===== config.mk =====
export PLATFORM = sky130hd
export DESIGN_NAME = tank_level_hysteresis_controller_core
export DESIGN_NICKNAME = d
export VERILOG_FILES = /design/src/rtl/tlhc_pkg.sv /design/src/rtl/tank_level_hysteresis_controller_core.sv /design/src/rtl/tlhc_div.sv
export VERILOG_INCLUDE_DIRS = /design/src /design/src/rtl
export SDC_FILE = /design/constraint.sdc
export NUM_CORES = 1
export LEC_CHECK = 0
export BUFFER_PORTS_ARGS = -buffer_cell sky130_fd_sc_hd__buf_4
export CELL_PAD_IN_SITES_DETAIL_PLACEMENT = 1
export CELL_PAD_IN_SITES_GLOBAL_PLACEMENT = 2
export CORE_MARGIN = 1.5
export CORE_UTILIZATION = 41
export CTS_BUF_LIST = sky130_fd_sc_hd__clkbuf_16
export DETAILED_ROUTE_END_ITERATION = 16
export PLACE_DENSITY_LB_ADDON = 0.1
export SLEW_MARGIN = 25
export SYNTH_ARGS = -nofsm -noshare
export SYNTH_HDL_FRONTEND = slang
export SYNTH_SLANG_ARGS = --single-unit
export TNS_END_PERCENT = 5

===== constraint.sdc =====
create_clock -name clk -period 6.7 [get_ports clk]
set_clock_uncertainty 0.05 [all_clocks]
set_input_delay 0.335 -clock clk [delete_from_list [all_inputs] [get_ports clk]]
set_output_delay 0.335 -clock clk [all_outputs]
set_load 0.005 [all_outputs]

===== src/rtl/tank_level_hysteresis_controller_core_assert.svh =====
// ----------------------------------------------------------------------------
// tank level controller assertion macros
// clocked property wrappers that compile away in synthesis
// ----------------------------------------------------------------------------
`ifndef TANK_LEVEL_HYSTERESIS_CONTROLLER_CORE_ASSERT_SVH
`define TANK_LEVEL_HYSTERESIS_CONTROLLER_CORE_ASSERT_SVH

`ifndef SYNTHESIS

// same-cycle implication
`define TLHC_ASSERT_NOW(lbl, ante, cons) \
    lbl: assert property (@(posedge clk) disable iff (!rst_n) (ante) |-> (cons)) \
        else $error("tlhc assertion failed");

// next-cycle implication
`define TLHC_ASSERT_NEXT(lbl, ante, cons) \
    lbl: assert property (@(posedge clk) disable iff (!rst_n) (ante) |=> (cons)) \
        else $error("tlhc assertion failed");

`else

`define TLHC_ASSERT_NOW(lbl, ante, cons)
`define TLHC_ASSERT_NEXT(lbl, ante, cons)

`endif

`endif


===== src/rtl/tlhc_pkg.sv =====
// ----------------------------------------------------------------------------
// tlhc_pkg
// shared types and constants of the tank level hysteresis controller
// ----------------------------------------------------------------------------
package tlhc_pkg;

    // field widths
    localparam int LEVEL_W = 12;
    localparam int PCT_W   = 7;
    localparam int CODE_W  = 2;
    localparam int CFG_IDX_W = 3;

    // shared divider sizing
    localparam int QUO_W     = 12;
    localparam int STEP_W    = 4;
    localparam int AVG_STEPS = 12;
    localparam int PCT_STEPS = 7;
    localparam int PCT_SHIFT = PCT_STEPS - 1;
    localparam int DIV_MIN_W = 19;

    localparam logic [PCT_W-1:0] PCT_FULL = 7'd100;
    localparam logic [PCT_W-1:0] PCT_ZERO = 7'd0;

    // default parameter values
    localparam int AVG_COUNT_DEF   = 100;
    localparam int SAMPLE_BITS_DEF = 12;

    // register indexes
    localparam logic [CFG_IDX_W-1:0] REG_MIN_LEVEL      = 3'd0;
    localparam logic [CFG_IDX_W-1:0] REG_MAX_LEVEL      = 3'd1;
    localparam logic [CFG_IDX_W-1:0] REG_TREND_DEADBAND = 3'd2;
    localparam logic [CFG_IDX_W-1:0] REG_MANUAL_LIMIT   = 3'd3;
    localparam logic [CFG_IDX_W-1:0] REG_CLASS_MARGIN   = 3'd4;

    // register reset values
    localparam logic [LEVEL_W-1:0] MIN_LEVEL_RST      = 12'd2165;
    localparam logic [LEVEL_W-1:0] MAX_LEVEL_RST      = 12'd2722;
    localparam logic [LEVEL_W-1:0] TREND_DEADBAND_RST = 12'd12;
    localparam logic [LEVEL_W-1:0] MANUAL_LIMIT_RST   = 12'd3093;
    localparam logic [LEVEL_W-1:0] CLASS_MARGIN_RST   = 12'd62;

    // trend codes
    localparam logic [CODE_W-1:0] TREND_STEADY  = 2'd0;
    localparam logic [CODE_W-1:0] TREND_RISING  = 2'd1;
    localparam logic [CODE_W-1:0] TREND_FALLING = 2'd2;

    // level class codes
    localparam logic [CODE_W-1:0] CLASS_LOW    = 2'd0;
    localparam logic [CODE_W-1:0] CLASS_MEDIUM = 2'd1;
    localparam logic [CODE_W-1:0] CLASS_FULL   = 2'd2;

    // led state codes, bit 0 green, bit 1 red
    localparam logic [1:0] LED_OFF   = 2'b00;
    localparam logic [1:0] LED_GREEN = 2'b01;
    localparam logic [1:0] LED_RED   = 2'b10;
    localparam logic [1:0] LED_BOTH  = 2'b11;

    // sequencer states
    typedef enum logic [2:0] {
        S_IDLE,
        S_AVG_START,
        S_AVG_WAIT,
        S_CTRL,
        S_PCT_START,
        S_PCT_WAIT,
        S_EMIT
    } state_t;

    // divider request
    typedef struct packed {
        logic              start;
        logic [STEP_W-1:0] steps;
    } div_req_t;

endpackage


===== src/rtl/tank_level_hysteresis_controller_core.sv =====
// A sample that does not close a window is only added to the sum, and such samples are
// accepted back to back. A window-closing sample runs the average division, control and,
// when the average lies strictly inside the span, the percent division; a toggle runs
// control and, when needed, the percent division. Both divisions share one restoring
// divider, one bit per cycle, and block input until the result is emitted, also under output stalls.
// Reset (async, low) clears thresholds to defaults, sums, pump, LEDs, alerts.
// ----------------------------------------------------------------------------
// tank_level_hysteresis_controller_core
// averages level windows and drives a two-threshold pump control with
// trend, class and fill-percent reporting
// ----------------------------------------------------------------------------
`include "tank_level_hysteresis_controller_core_assert.svh"

module tank_level_hysteresis_controller_core
    import tlhc_pkg::*;
#(
    parameter int AVG_COUNT   = AVG_COUNT_DEF,
    parameter int SAMPLE_BITS = SAMPLE_BITS_DEF
)
(
    input  logic                 clk,
    input  logic                 rst_n,
    // configuration
    input  logic                 cfg_we,
    input  logic [CFG_IDX_W-1:0] cfg_index,
    input  logic [LEVEL_W-1:0]   cfg_data,
    // input channel
    input  logic                 in_valid,
    output logic                 in_stall,
    input  logic                 func,
    input  logic [LEVEL_W-1:0]   sample,
    // output channel
    output logic                 out_valid,
    input  logic                 out_stall,
    output logic                 pump_on,
    output logic                 green_led,
    output logic                 red_led,
    output logic                 alert_full,
    output logic                 alert_empty,
    output logic [CODE_W-1:0]    trend,
    output logic [CODE_W-1:0]    level_class,
    output logic [PCT_W-1:0]     fill_percent,
    output logic [LEVEL_W-1:0]   average_code
);

    localparam int SAMPLE_W = (SAMPLE_BITS < LEVEL_W) ? SAMPLE_BITS : LEVEL_W;
    localparam int CNT_W    = $clog2(AVG_COUNT + 1);
    localparam int SUM_W    = SAMPLE_W + CNT_W;
    localparam int DIV_W    = (SUM_W > DIV_MIN_W) ? SUM_W : DIV_MIN_W;
    localparam logic [LEVEL_W-1:0] SAMPLE_MASK = LEVEL_W'((32'd1 << SAMPLE_W) - 32'd1);
    localparam logic [DIV_W-1:0]   AVG_DIVISOR = DIV_W'(AVG_COUNT) << (AVG_STEPS - 1);

    // configuration registers
    logic [LEVEL_W-1:0] min_level_reg;
    logic [LEVEL_W-1:0] max_level_reg;
    logic [LEVEL_W-1:0] trend_deadband_reg;
    logic [LEVEL_W-1:0] manual_limit_reg;
    logic [LEVEL_W-1:0] class_margin_reg;

    // control state
    state_t             state_reg;
    state_t             state_next;
    logic [SUM_W-1:0]   sum_reg;
    logic [CNT_W-1:0]   cnt_reg;
    logic [LEVEL_W-1:0] last_avg_reg;
    logic               pump_reg;
    logic [1:0]         led_reg;
    logic               full_alerted_reg;
    logic               empty_alerted_reg;
    logic               toggle_reg;

    // working registers
    logic [LEVEL_W-1:0] avg_reg;
    logic               af_reg;
    logic               ae_reg;
    logic [CODE_W-1:0]  tr_reg;
    logic [CODE_W-1:0]  cls_reg;
    logic [PCT_W-1:0]   pct_reg;
    logic [DIV_W-1:0]   num_reg;
    logic [DIV_W-1:0]   den_reg;

    // output registers
    logic               out_valid_reg;
    logic               pump_out_reg;
    logic               green_out_reg;
    logic               red_out_reg;
    logic               af_out_reg;
    logic               ae_out_reg;
    logic [CODE_W-1:0]  tr_out_reg;
    logic [CODE_W-1:0]  cls_out_reg;
    logic [PCT_W-1:0]   pct_out_reg;
    logic [LEVEL_W-1:0] avg_out_reg;

    // shared divider
    div_req_t           div_req;
    logic [DIV_W-1:0]   div_dividend;
    logic [DIV_W-1:0]   div_divisor;
    logic               div_done;
    logic [QUO_W-1:0]   div_quo;

    // handshake and helpers
    logic               in_xfer;
    logic               out_free;
    logic               out_load;
    logic [SUM_W-1:0]   sum_add;
    logic [CNT_W-1:0]   cnt_inc;
    logic               win_end;
    logic               ctrl_need_div;
    logic [PCT_W-1:0]   ctrl_pct;
    logic [CODE_W-1:0]  ctrl_cls;
    logic [CODE_W-1:0]  ctrl_tr;
    logic signed [LEVEL_W+1:0] full_th;
    logic signed [LEVEL_W+1:0] low_th;
    logic signed [LEVEL_W+1:0] avg_s;

    assign in_xfer  = in_valid && !in_stall;
    assign out_free = !out_valid_reg || !out_stall;
    assign out_load = (state_reg == S_EMIT) && out_free;
    assign in_stall = (state_reg != S_IDLE);

    // window accumulation
    assign sum_add = sum_reg + SUM_W'(sample & SAMPLE_MASK);
    assign cnt_inc = cnt_reg + CNT_W'(1);
    assign win_end = (cnt_inc == CNT_W'(AVG_COUNT));

    // class thresholds, signed so they never wrap
    assign full_th = $signed({2'b00, max_level_reg}) - $signed({2'b00, class_margin_reg});
    assign low_th  = $signed({2'b00, min_level_reg}) + $signed({2'b00, class_margin_reg});
    assign avg_s   = $signed({2'b00, avg_reg});

    always_comb
    begin
        if (avg_s >= full_th)
        begin
            ctrl_cls = CLASS_FULL;
        end
        else if (avg_s <= low_th)
        begin
            ctrl_cls = CLASS_LOW;
        end
        else
        begin
            ctrl_cls = CLASS_MEDIUM;
        end
    end

    // trend against the previous average
    always_comb
    begin
        if (avg_reg > last_avg_reg && (avg_reg - last_avg_reg) > trend_deadband_reg)
        begin
            ctrl_tr = TREND_RISING;
        end
        else if (last_avg_reg > avg_reg && (last_avg_reg - avg_reg) > trend_deadband_reg)
        begin
            ctrl_tr = TREND_FALLING;
        end
        else
        begin
            ctrl_tr = TREND_STEADY;
        end
    end

    // fill percent end cases, division needed only strictly inside the span
    always_comb
    begin
        ctrl_need_div = 1'b0;
        if (max_level_reg <= min_level_reg)
        begin
            ctrl_pct = (avg_reg >= max_level_reg) ? PCT_FULL : PCT_ZERO;
        end
        else if (avg_reg <= min_level_reg)
        begin
            ctrl_pct = PCT_ZERO;
        end
        else if (avg_reg >= max_level_reg)
        begin
            ctrl_pct = PCT_FULL;
        end
        else
        begin
            ctrl_pct      = PCT_ZERO;
            ctrl_need_div = 1'b1;
        end
    end

    // next state
    always_comb
    begin
        state_next = state_reg;
        unique case (state_reg)
            S_IDLE:
            begin
                if (in_xfer)
                begin
                    if (func)
                    begin
                        state_next = S_CTRL;
                    end
                    else if (win_end)
                    begin
                        state_next = S_AVG_START;
                    end
                end
            end
            S_AVG_START:
            begin
                state_next = S_AVG_WAIT;
            end
            S_AVG_WAIT:
            begin
                if (div_done)
                begin
                    state_next = S_CTRL;
                end
            end
            S_CTRL:
            begin
                state_next = ctrl_need_div ? S_PCT_START : S_EMIT;
            end
            S_PCT_START:
            begin
                state_next = S_PCT_WAIT;
            end
            S_PCT_WAIT:
            begin
                if (div_done)
                begin
                    state_next = S_EMIT;
                end
            end
            S_EMIT:
            begin
                if (out_free)
                begin
                    state_next = S_IDLE;
                end
            end
            default:
            begin
                state_next = S_IDLE;
            end
        endcase
    end

    // divider requests
    always_comb
    begin
        div_req.start = 1'b0;
        div_req.steps = STEP_W'(AVG_STEPS);
        div_dividend  = DIV_W'(sum_reg);
        div_divisor   = AVG_DIVISOR;
        unique case (state_reg)
            S_AVG_START:
            begin
                div_req.start = 1'b1;
            end
            S_PCT_START:
            begin
                div_req.start = 1'b1;
                div_req.steps = STEP_W'(PCT_STEPS);
                div_dividend  = num_reg;
                div_divisor   = den_reg;
            end
            default:
            begin
                div_req.start = 1'b0;
            end
        endcase
    end

    tlhc_div #(
        .DIV_W (DIV_W)
    ) u_div (
        .clk      (clk),
        .rst_n    (rst_n),
        .req      (div_req),
        .dividend (div_dividend),
        .divisor  (div_divisor),
        .done     (div_done),
        .quotient (div_quo)
    );

    // configuration writes
    always_ff @(posedge clk or negedge rst_n)
    begin
        if (!rst_n)
        begin
            min_level_reg      <= MIN_LEVEL_RST;
            max_level_reg      <= MAX_LEVEL_RST;
            trend_deadband_reg <= TREND_DEADBAND_RST;
            manual_limit_reg   <= MANUAL_LIMIT_RST;
            class_margin_reg   <= CLASS_MARGIN_RST;
        end
        else if (cfg_we)
        begin
            unique case (cfg_index)
                REG_MIN_LEVEL:      min_level_reg      <= cfg_data;
                REG_MAX_LEVEL:      max_level_reg      <= cfg_data;
                REG_TREND_DEADBAND: trend_deadband_reg <= cfg_data;
                REG_MANUAL_LIMIT:   manual_limit_reg   <= cfg_data;
                REG_CLASS_MARGIN:   class_margin_reg   <= cfg_data;
                default:            ;
            endcase
        end
    end

    // control state
    always_ff @(posedge clk or negedge rst_n)
    begin
        if (!rst_n)
        begin
            state_reg         <= S_IDLE;
            sum_reg           <= '0;
            cnt_reg           <= '0;
            last_avg_reg      <= '0;
            pump_reg          <= 1'b0;
            led_reg           <= LED_OFF;
            full_alerted_reg  <= 1'b0;
            empty_alerted_reg <= 1'b0;
            toggle_reg        <= 1'b0;
        end
        else
        begin
            state_reg <= state_next;
            unique case (state_reg)
                S_IDLE:
                begin
                    if (in_xfer)
                    begin
                        toggle_reg <= func;
                        if (func)
                        begin
                            if (last_avg_reg < manual_limit_reg)
                            begin
                                pump_reg <= !pump_reg;
                            end
                        end
                        else
                        begin
                            sum_reg <= sum_add;
                            cnt_reg <= win_end ? '0 : cnt_inc;
                        end
                    end
                end
                S_AVG_START:
                begin
                    sum_reg <= '0;
                end
                S_CTRL:
                begin
                    // hysteresis control on a closed window
                    if (!toggle_reg)
                    begin
                        last_avg_reg <= avg_reg;
                        if (avg_reg >= max_level_reg)
                        begin
                            pump_reg <= 1'b0;
                            led_reg  <= LED_GREEN;
                            if (!full_alerted_reg)
                            begin
                                full_alerted_reg  <= 1'b1;
                                empty_alerted_reg <= 1'b0;
                            end
                        end
                        else if (avg_reg <= min_level_reg)
                        begin
                            pump_reg <= 1'b1;
                            led_reg  <= LED_RED;
                            if (!empty_alerted_reg)
                            begin
                                empty_alerted_reg <= 1'b1;
                                full_alerted_reg  <= 1'b0;
                            end
                        end
                        else
                        begin
                            led_reg <= LED_BOTH;
                        end
                    end
                end
                default:
                begin
                    toggle_reg <= toggle_reg;
                end
            endcase
        end
    end

    // working datapath
    always_ff @(posedge clk)
    begin
        if (state_reg == S_IDLE && in_xfer && func)
        begin
            avg_reg <= last_avg_reg;
        end
        else if (state_reg == S_AVG_WAIT && div_done)
        begin
            avg_reg <= div_quo[LEVEL_W-1:0];
        end

        if (state_reg == S_CTRL)
        begin
            af_reg  <= !toggle_reg && (avg_reg >= max_level_reg) && !full_alerted_reg;
            ae_reg  <= !toggle_reg && (avg_reg < max_level_reg)
                       && (avg_reg <= min_level_reg) && !empty_alerted_reg;
            tr_reg  <= toggle_reg ? TREND_STEADY : ctrl_tr;
            cls_reg <= ctrl_cls;
            pct_reg <= ctrl_pct;
            num_reg <= DIV_W'(avg_reg - min_level_reg) * DIV_W'(PCT_FULL);
            den_reg <= DIV_W'(max_level_reg - min_level_reg) << PCT_SHIFT;
        end
        else if (state_reg == S_PCT_WAIT && div_done)
        begin
            pct_reg <= div_quo[PCT_W-1:0];
        end
    end

    // output register
    always_ff @(posedge clk or negedge rst_n)
    begin
        if (!rst_n)
        begin
            out_valid_reg <= 1'b0;
        end
        else if (out_load)
        begin
            out_valid_reg <= 1'b1;
        end
        else if (!out_stall)
        begin
            out_valid_reg <= 1'b0;
        end
    end

    always_ff @(posedge clk)
    begin
        if (out_load)
        begin
            pump_out_reg  <= pump_reg;
            green_out_reg <= led_reg[0];
            red_out_reg   <= led_reg[1];
            af_out_reg    <= af_reg;
            ae_out_reg    <= ae_reg;
            tr_out_reg    <= tr_reg;
            cls_out_reg   <= cls_reg;
            pct_out_reg   <= pct_reg;
            avg_out_reg   <= avg_reg;
        end
    end

    assign out_valid    = out_valid_reg;
    assign pump_on      = pump_out_reg;
    assign green_led    = green_out_reg;
    assign red_led      = red_out_reg;
    assign alert_full   = af_out_reg;
    assign alert_empty  = ae_out_reg;
    assign trend        = tr_out_reg;
    assign level_class  = cls_out_reg;
    assign fill_percent = pct_out_reg;
    assign average_code = avg_out_reg;

    // checks
    `TLHC_ASSERT_NOW(a_pct_range, out_valid_reg, pct_out_reg <= PCT_FULL)
    `TLHC_ASSERT_NOW(a_alert_excl, out_valid_reg, !(af_out_reg && ae_out_reg))
    `TLHC_ASSERT_NOW(a_div_owner, div_done,
        (state_reg == S_AVG_WAIT) || (state_reg == S_PCT_WAIT))
    `TLHC_ASSERT_NEXT(a_toggle_runs, (state_reg == S_IDLE) && in_xfer && func,
        state_reg == S_CTRL)

endmodule


===== src/rtl/tlhc_div.sv =====
// ----------------------------------------------------------------------------
// tlhc_div
// restoring divider, one quotient bit per cycle; the divisor arrives
// pre-aligned to the top quotient bit and the step count sets the bits
// ----------------------------------------------------------------------------
module tlhc_div
    import tlhc_pkg::*;
#(
    parameter int DIV_W = DIV_MIN_W
)
(
    input  logic             clk,
    input  logic             rst_n,
    input  div_req_t         req,
    input  logic [DIV_W-1:0] dividend,
    input  logic [DIV_W-1:0] divisor,
    output logic             done,
    output logic [QUO_W-1:0] quotient
);

    logic [DIV_W-1:0]  rem_reg;
    logic [DIV_W-1:0]  dsh_reg;
    logic [QUO_W-1:0]  quo_reg;
    logic [STEP_W-1:0] cnt_reg;
    logic              done_reg;
    logic              fits;

    // one compare and subtract per step
    assign fits = (rem_reg >= dsh_reg);

    // step counter and done pulse
    always_ff @(posedge clk or negedge rst_n)
    begin
        if (!rst_n)
        begin
            cnt_reg  <= '0;
            done_reg <= 1'b0;
        end
        else
        begin
            done_reg <= 1'b0;
            if (req.start)
            begin
                cnt_reg <= req.steps;
            end
            else if (cnt_reg != '0)
            begin
                cnt_reg  <= cnt_reg - STEP_W'(1);
                done_reg <= (cnt_reg == STEP_W'(1));
            end
        end
    end

    // datapath
    always_ff @(posedge clk)
    begin
        if (req.start)
        begin
            rem_reg <= dividend;
            dsh_reg <= divisor;
            quo_reg <= '0;
        end
        else if (cnt_reg != '0)
        begin
            if (fits)
            begin
                rem_reg <= rem_reg - dsh_reg;
            end
            quo_reg <= {quo_reg[QUO_W-2:0], fits};
            dsh_reg <= dsh_reg >> 1;
        end
    end

    assign done     = done_reg;
    assign quotient = quo_reg;

endmodule

==> metrics <==
Worst Setup SP avg_reg[1]; worst hold path startpoint in_valid; Post-synth EDFFs 121; Max Fclk 188.5 MHz; Critical Path AT 5.59 ns; RSZ-0062 raised after global routing false; internal power 3.986 mW; Pleak 8.347 nW; remaining antenna violation count 0; vias per cell 5.514; worst vdd ir 216.8 uV; Yosys top cell area share 0.2141; CP startpoint kind flip-flop; vias 13350; Synth Instances 1787; setup TNS 0 ns; largest net degree at the start of global routing 48; drt pass-1 iters 5; crit path capture num_reg[18]; post-route minimum period 5.306 ns; vias in the first global route 13860; mean post-synth cell area 9.498 sq um; Die W 206.5 um; count leader, synth ha_1; fin nets 2132; Starting Density 0.4157; Clk Latency, worst-skew pair 0.59 ns; DRC viols 0; Routed Wire Length 49360 um; number of buffers created by CTS 29; Post-synth top cells 212 x ha_1, 197 x inv_1, 183 x nand2_1, 166 x o21ai_0, 121 x edfxtp_1; Clk Tree Root Cell clkbuf_16; WS Path Type flip-flop to flip-flop; Pins Over Slew Limit 0; pwr dens 332.2 nW/um^2; reg-to-reg critical path endpoint num_reg[18]; # fillers 4569; final setup fails 0; CP required 6.98 ns; Area growth, synth to finish 13.23%; worst min path class input port to flip-flop; CTS max path bufs 3; Worst-path clk slew 0.06 ns; Clock power frac 0.249; switching pwr 2.399 mW; Netlist Area Pre-Place 16970 sq um; asr flop ratio synth 0.4593; Crit. End Element flip-flop; CP max FO 9; Die Area 42630 sq um; initial antenna violation count 0; port bufs 62; post-synth cell types 79; DR WL/cell 20.39 um; ranking of synthesized cells by area edfxtp_1 21%, ha_1 16%, dfrtp_1 13%; leading area contributor after synthesis edfxtp_1; Vert. Die Dim 206.5 um; placed inst area 18100 sq um; reg2reg start avg_reg[1]; Slew headroom 0.3644; Reg2Reg Setup Slack 1.39 ns; switching share of total power 0.3757; measured slew at the worst slew-check pin 0.9535 ns; core area 40830 sq um; FF+latch count, synth 246; boundary pin count 63; main flop type after synthesis edfxtp_1; Final Cell Area 19220 sq um; R2R cell count 20; first-pass GRT wire length 77150 um; status finished, final reports clean; Max-Cap Viols 0; CTS tree done; Rows 74; DP HPWL 38350 um; Final Hold Vio Count 0; sequential fraction of design power 0.295; combinational power share 0.456; period utilisation layout 0.7919; Fin Hold WS 0.03011 ns; ANT cells 0; Overflow after GRT 0; # H-tree levels 1; final RePlAce weighted congestion 0.8469; 1st-iter DRT viols 612; clock sink count 246; share of layout cells above drive strength 1 0.1011; Synth warnings 0; Synthesized Nets 2052; sequential area share after synthesis 0.3965; GRT Overall Usage 0.2352
critical path: stages (launching register included):
cell and delay [ns]:
edfxtp_1 0.59, inv_1 0.20, fa_1 0.49, nor2b_1 0.15, o21a_1 0.16, o21a_1 0.16
o21ai_0 0.09, nand2b_1 0.10, xor2_1 0.27, ha_1 0.29, ha_1 0.28, inv_1 0.05
fa_1 0.50, inv_1 0.04, ha_1 0.34, nand2_1 0.08, o21ai_0 0.10, o41ai_1 0.59
o21ai_0 0.22, a21oi_1 0.21, xnor2_1 0.09
logic make-up after synthesis:
family          after synthesis  share of synthesized area
compound gates              490                     0.1795
simple gates                464                     0.1302
flops                       246                     0.3965
fa+ha+maj                   232                     0.1799
xor+xnor                     90                    0.04644
mux                          19                    0.01231
buf+inv                     246                    0.05514
stage by stage:
step	power, mW	instances	utilization	setup slack (ns)
2_1_floorplan	4.081	1787	-	1.944
3_3_place_gp	4.707	2353	0.4432	1.572
3_5_place_dp	4.838	2353	0.4434	1.438
4_1_cts	6.472	2420	0.4700	1.424
5_1_grt	6.897	2421	0.4706	1.058
6_report	6.384	2421	0.4706	1.394
cells in the final DEF, fill, tap and decap left out, types with 7 or more instances in the layout:
cell,count
inv_1,199
o21ai_0,165
o31ai_1,13
nand3_1,21
o21a_1,39
and3_1,12
ha_1,212
edfxtp_1,121
or3_1,11
nand4_1,23
nand2b_1,19
xnor2_1,53
o211ai_1,11
clkbuf_16,29
xor2_1,37
dfstp_2,23
nand2_1,183
fa_1,20
buf_4,83
dfrtp_1,90
o21bai_1,13
nor2b_1,21
a21o_1,40
a211oi_1,10
a22oi_1,16
dfxtp_1,12
a31oi_1,7
nor4_1,8
and2_1,8
a21oi_1,116
nor3_1,34
mux2_2,15
nor2_1,89
dlygate4sd3_1,14
what timing repair did:
item,4_1_cts,5_1_grt
hold buffers,14,0
setup buffers,0,0
resized for setup,0,0
endpoints found under the hold margin,84,0
area by class of cell:
class	instances	area, sq um	area share
multi-input combinational	1295	9346	0.4864
sequential	246	6730	0.3502
timing repair buffer	98	790.8	0.04115
inverter	197	739.5	0.03848
clock buffer	29	725.7	0.03776
tap	532	665.6	0.03464
clock inverter	24	219.0	0.01139
per-layer routing:
metal  wire [um]  global-route usage  up-vias
met3        1231             0.02302       76
met2       23710              0.4067      182
met5           0                   0        -
met4        1626             0.07298        0
met1       22790              0.3088     6583
li1            -                   -     6509
power by group through the flow:
stage / registers (mW) / clock network (mW) / logic (mW)
detailed placement: 1.91 / 0 / 2.93
floorplan: 1.88 / 0 / 2.20
global route: 1.89 / 1.68 / 3.33
global placement: 1.91 / 0 / 2.80
finish: 1.88 / 1.59 / 2.91
CTS: 1.88 / 1.63 / 2.96
how the worst min path moves through the flow:
stage,to,depth (start not counted)
6_report,toggle_reg,4
5_1_grt,sum_reg[0],3
4_1_cts,toggle_reg,4
3_5_place_dp,sum_reg[11],1
3_3_place_gp,sum_reg[11],1
2_1_floorplan,class_margin_reg[0],0
No activity file was read; power rests on OpenSTA's default activity.
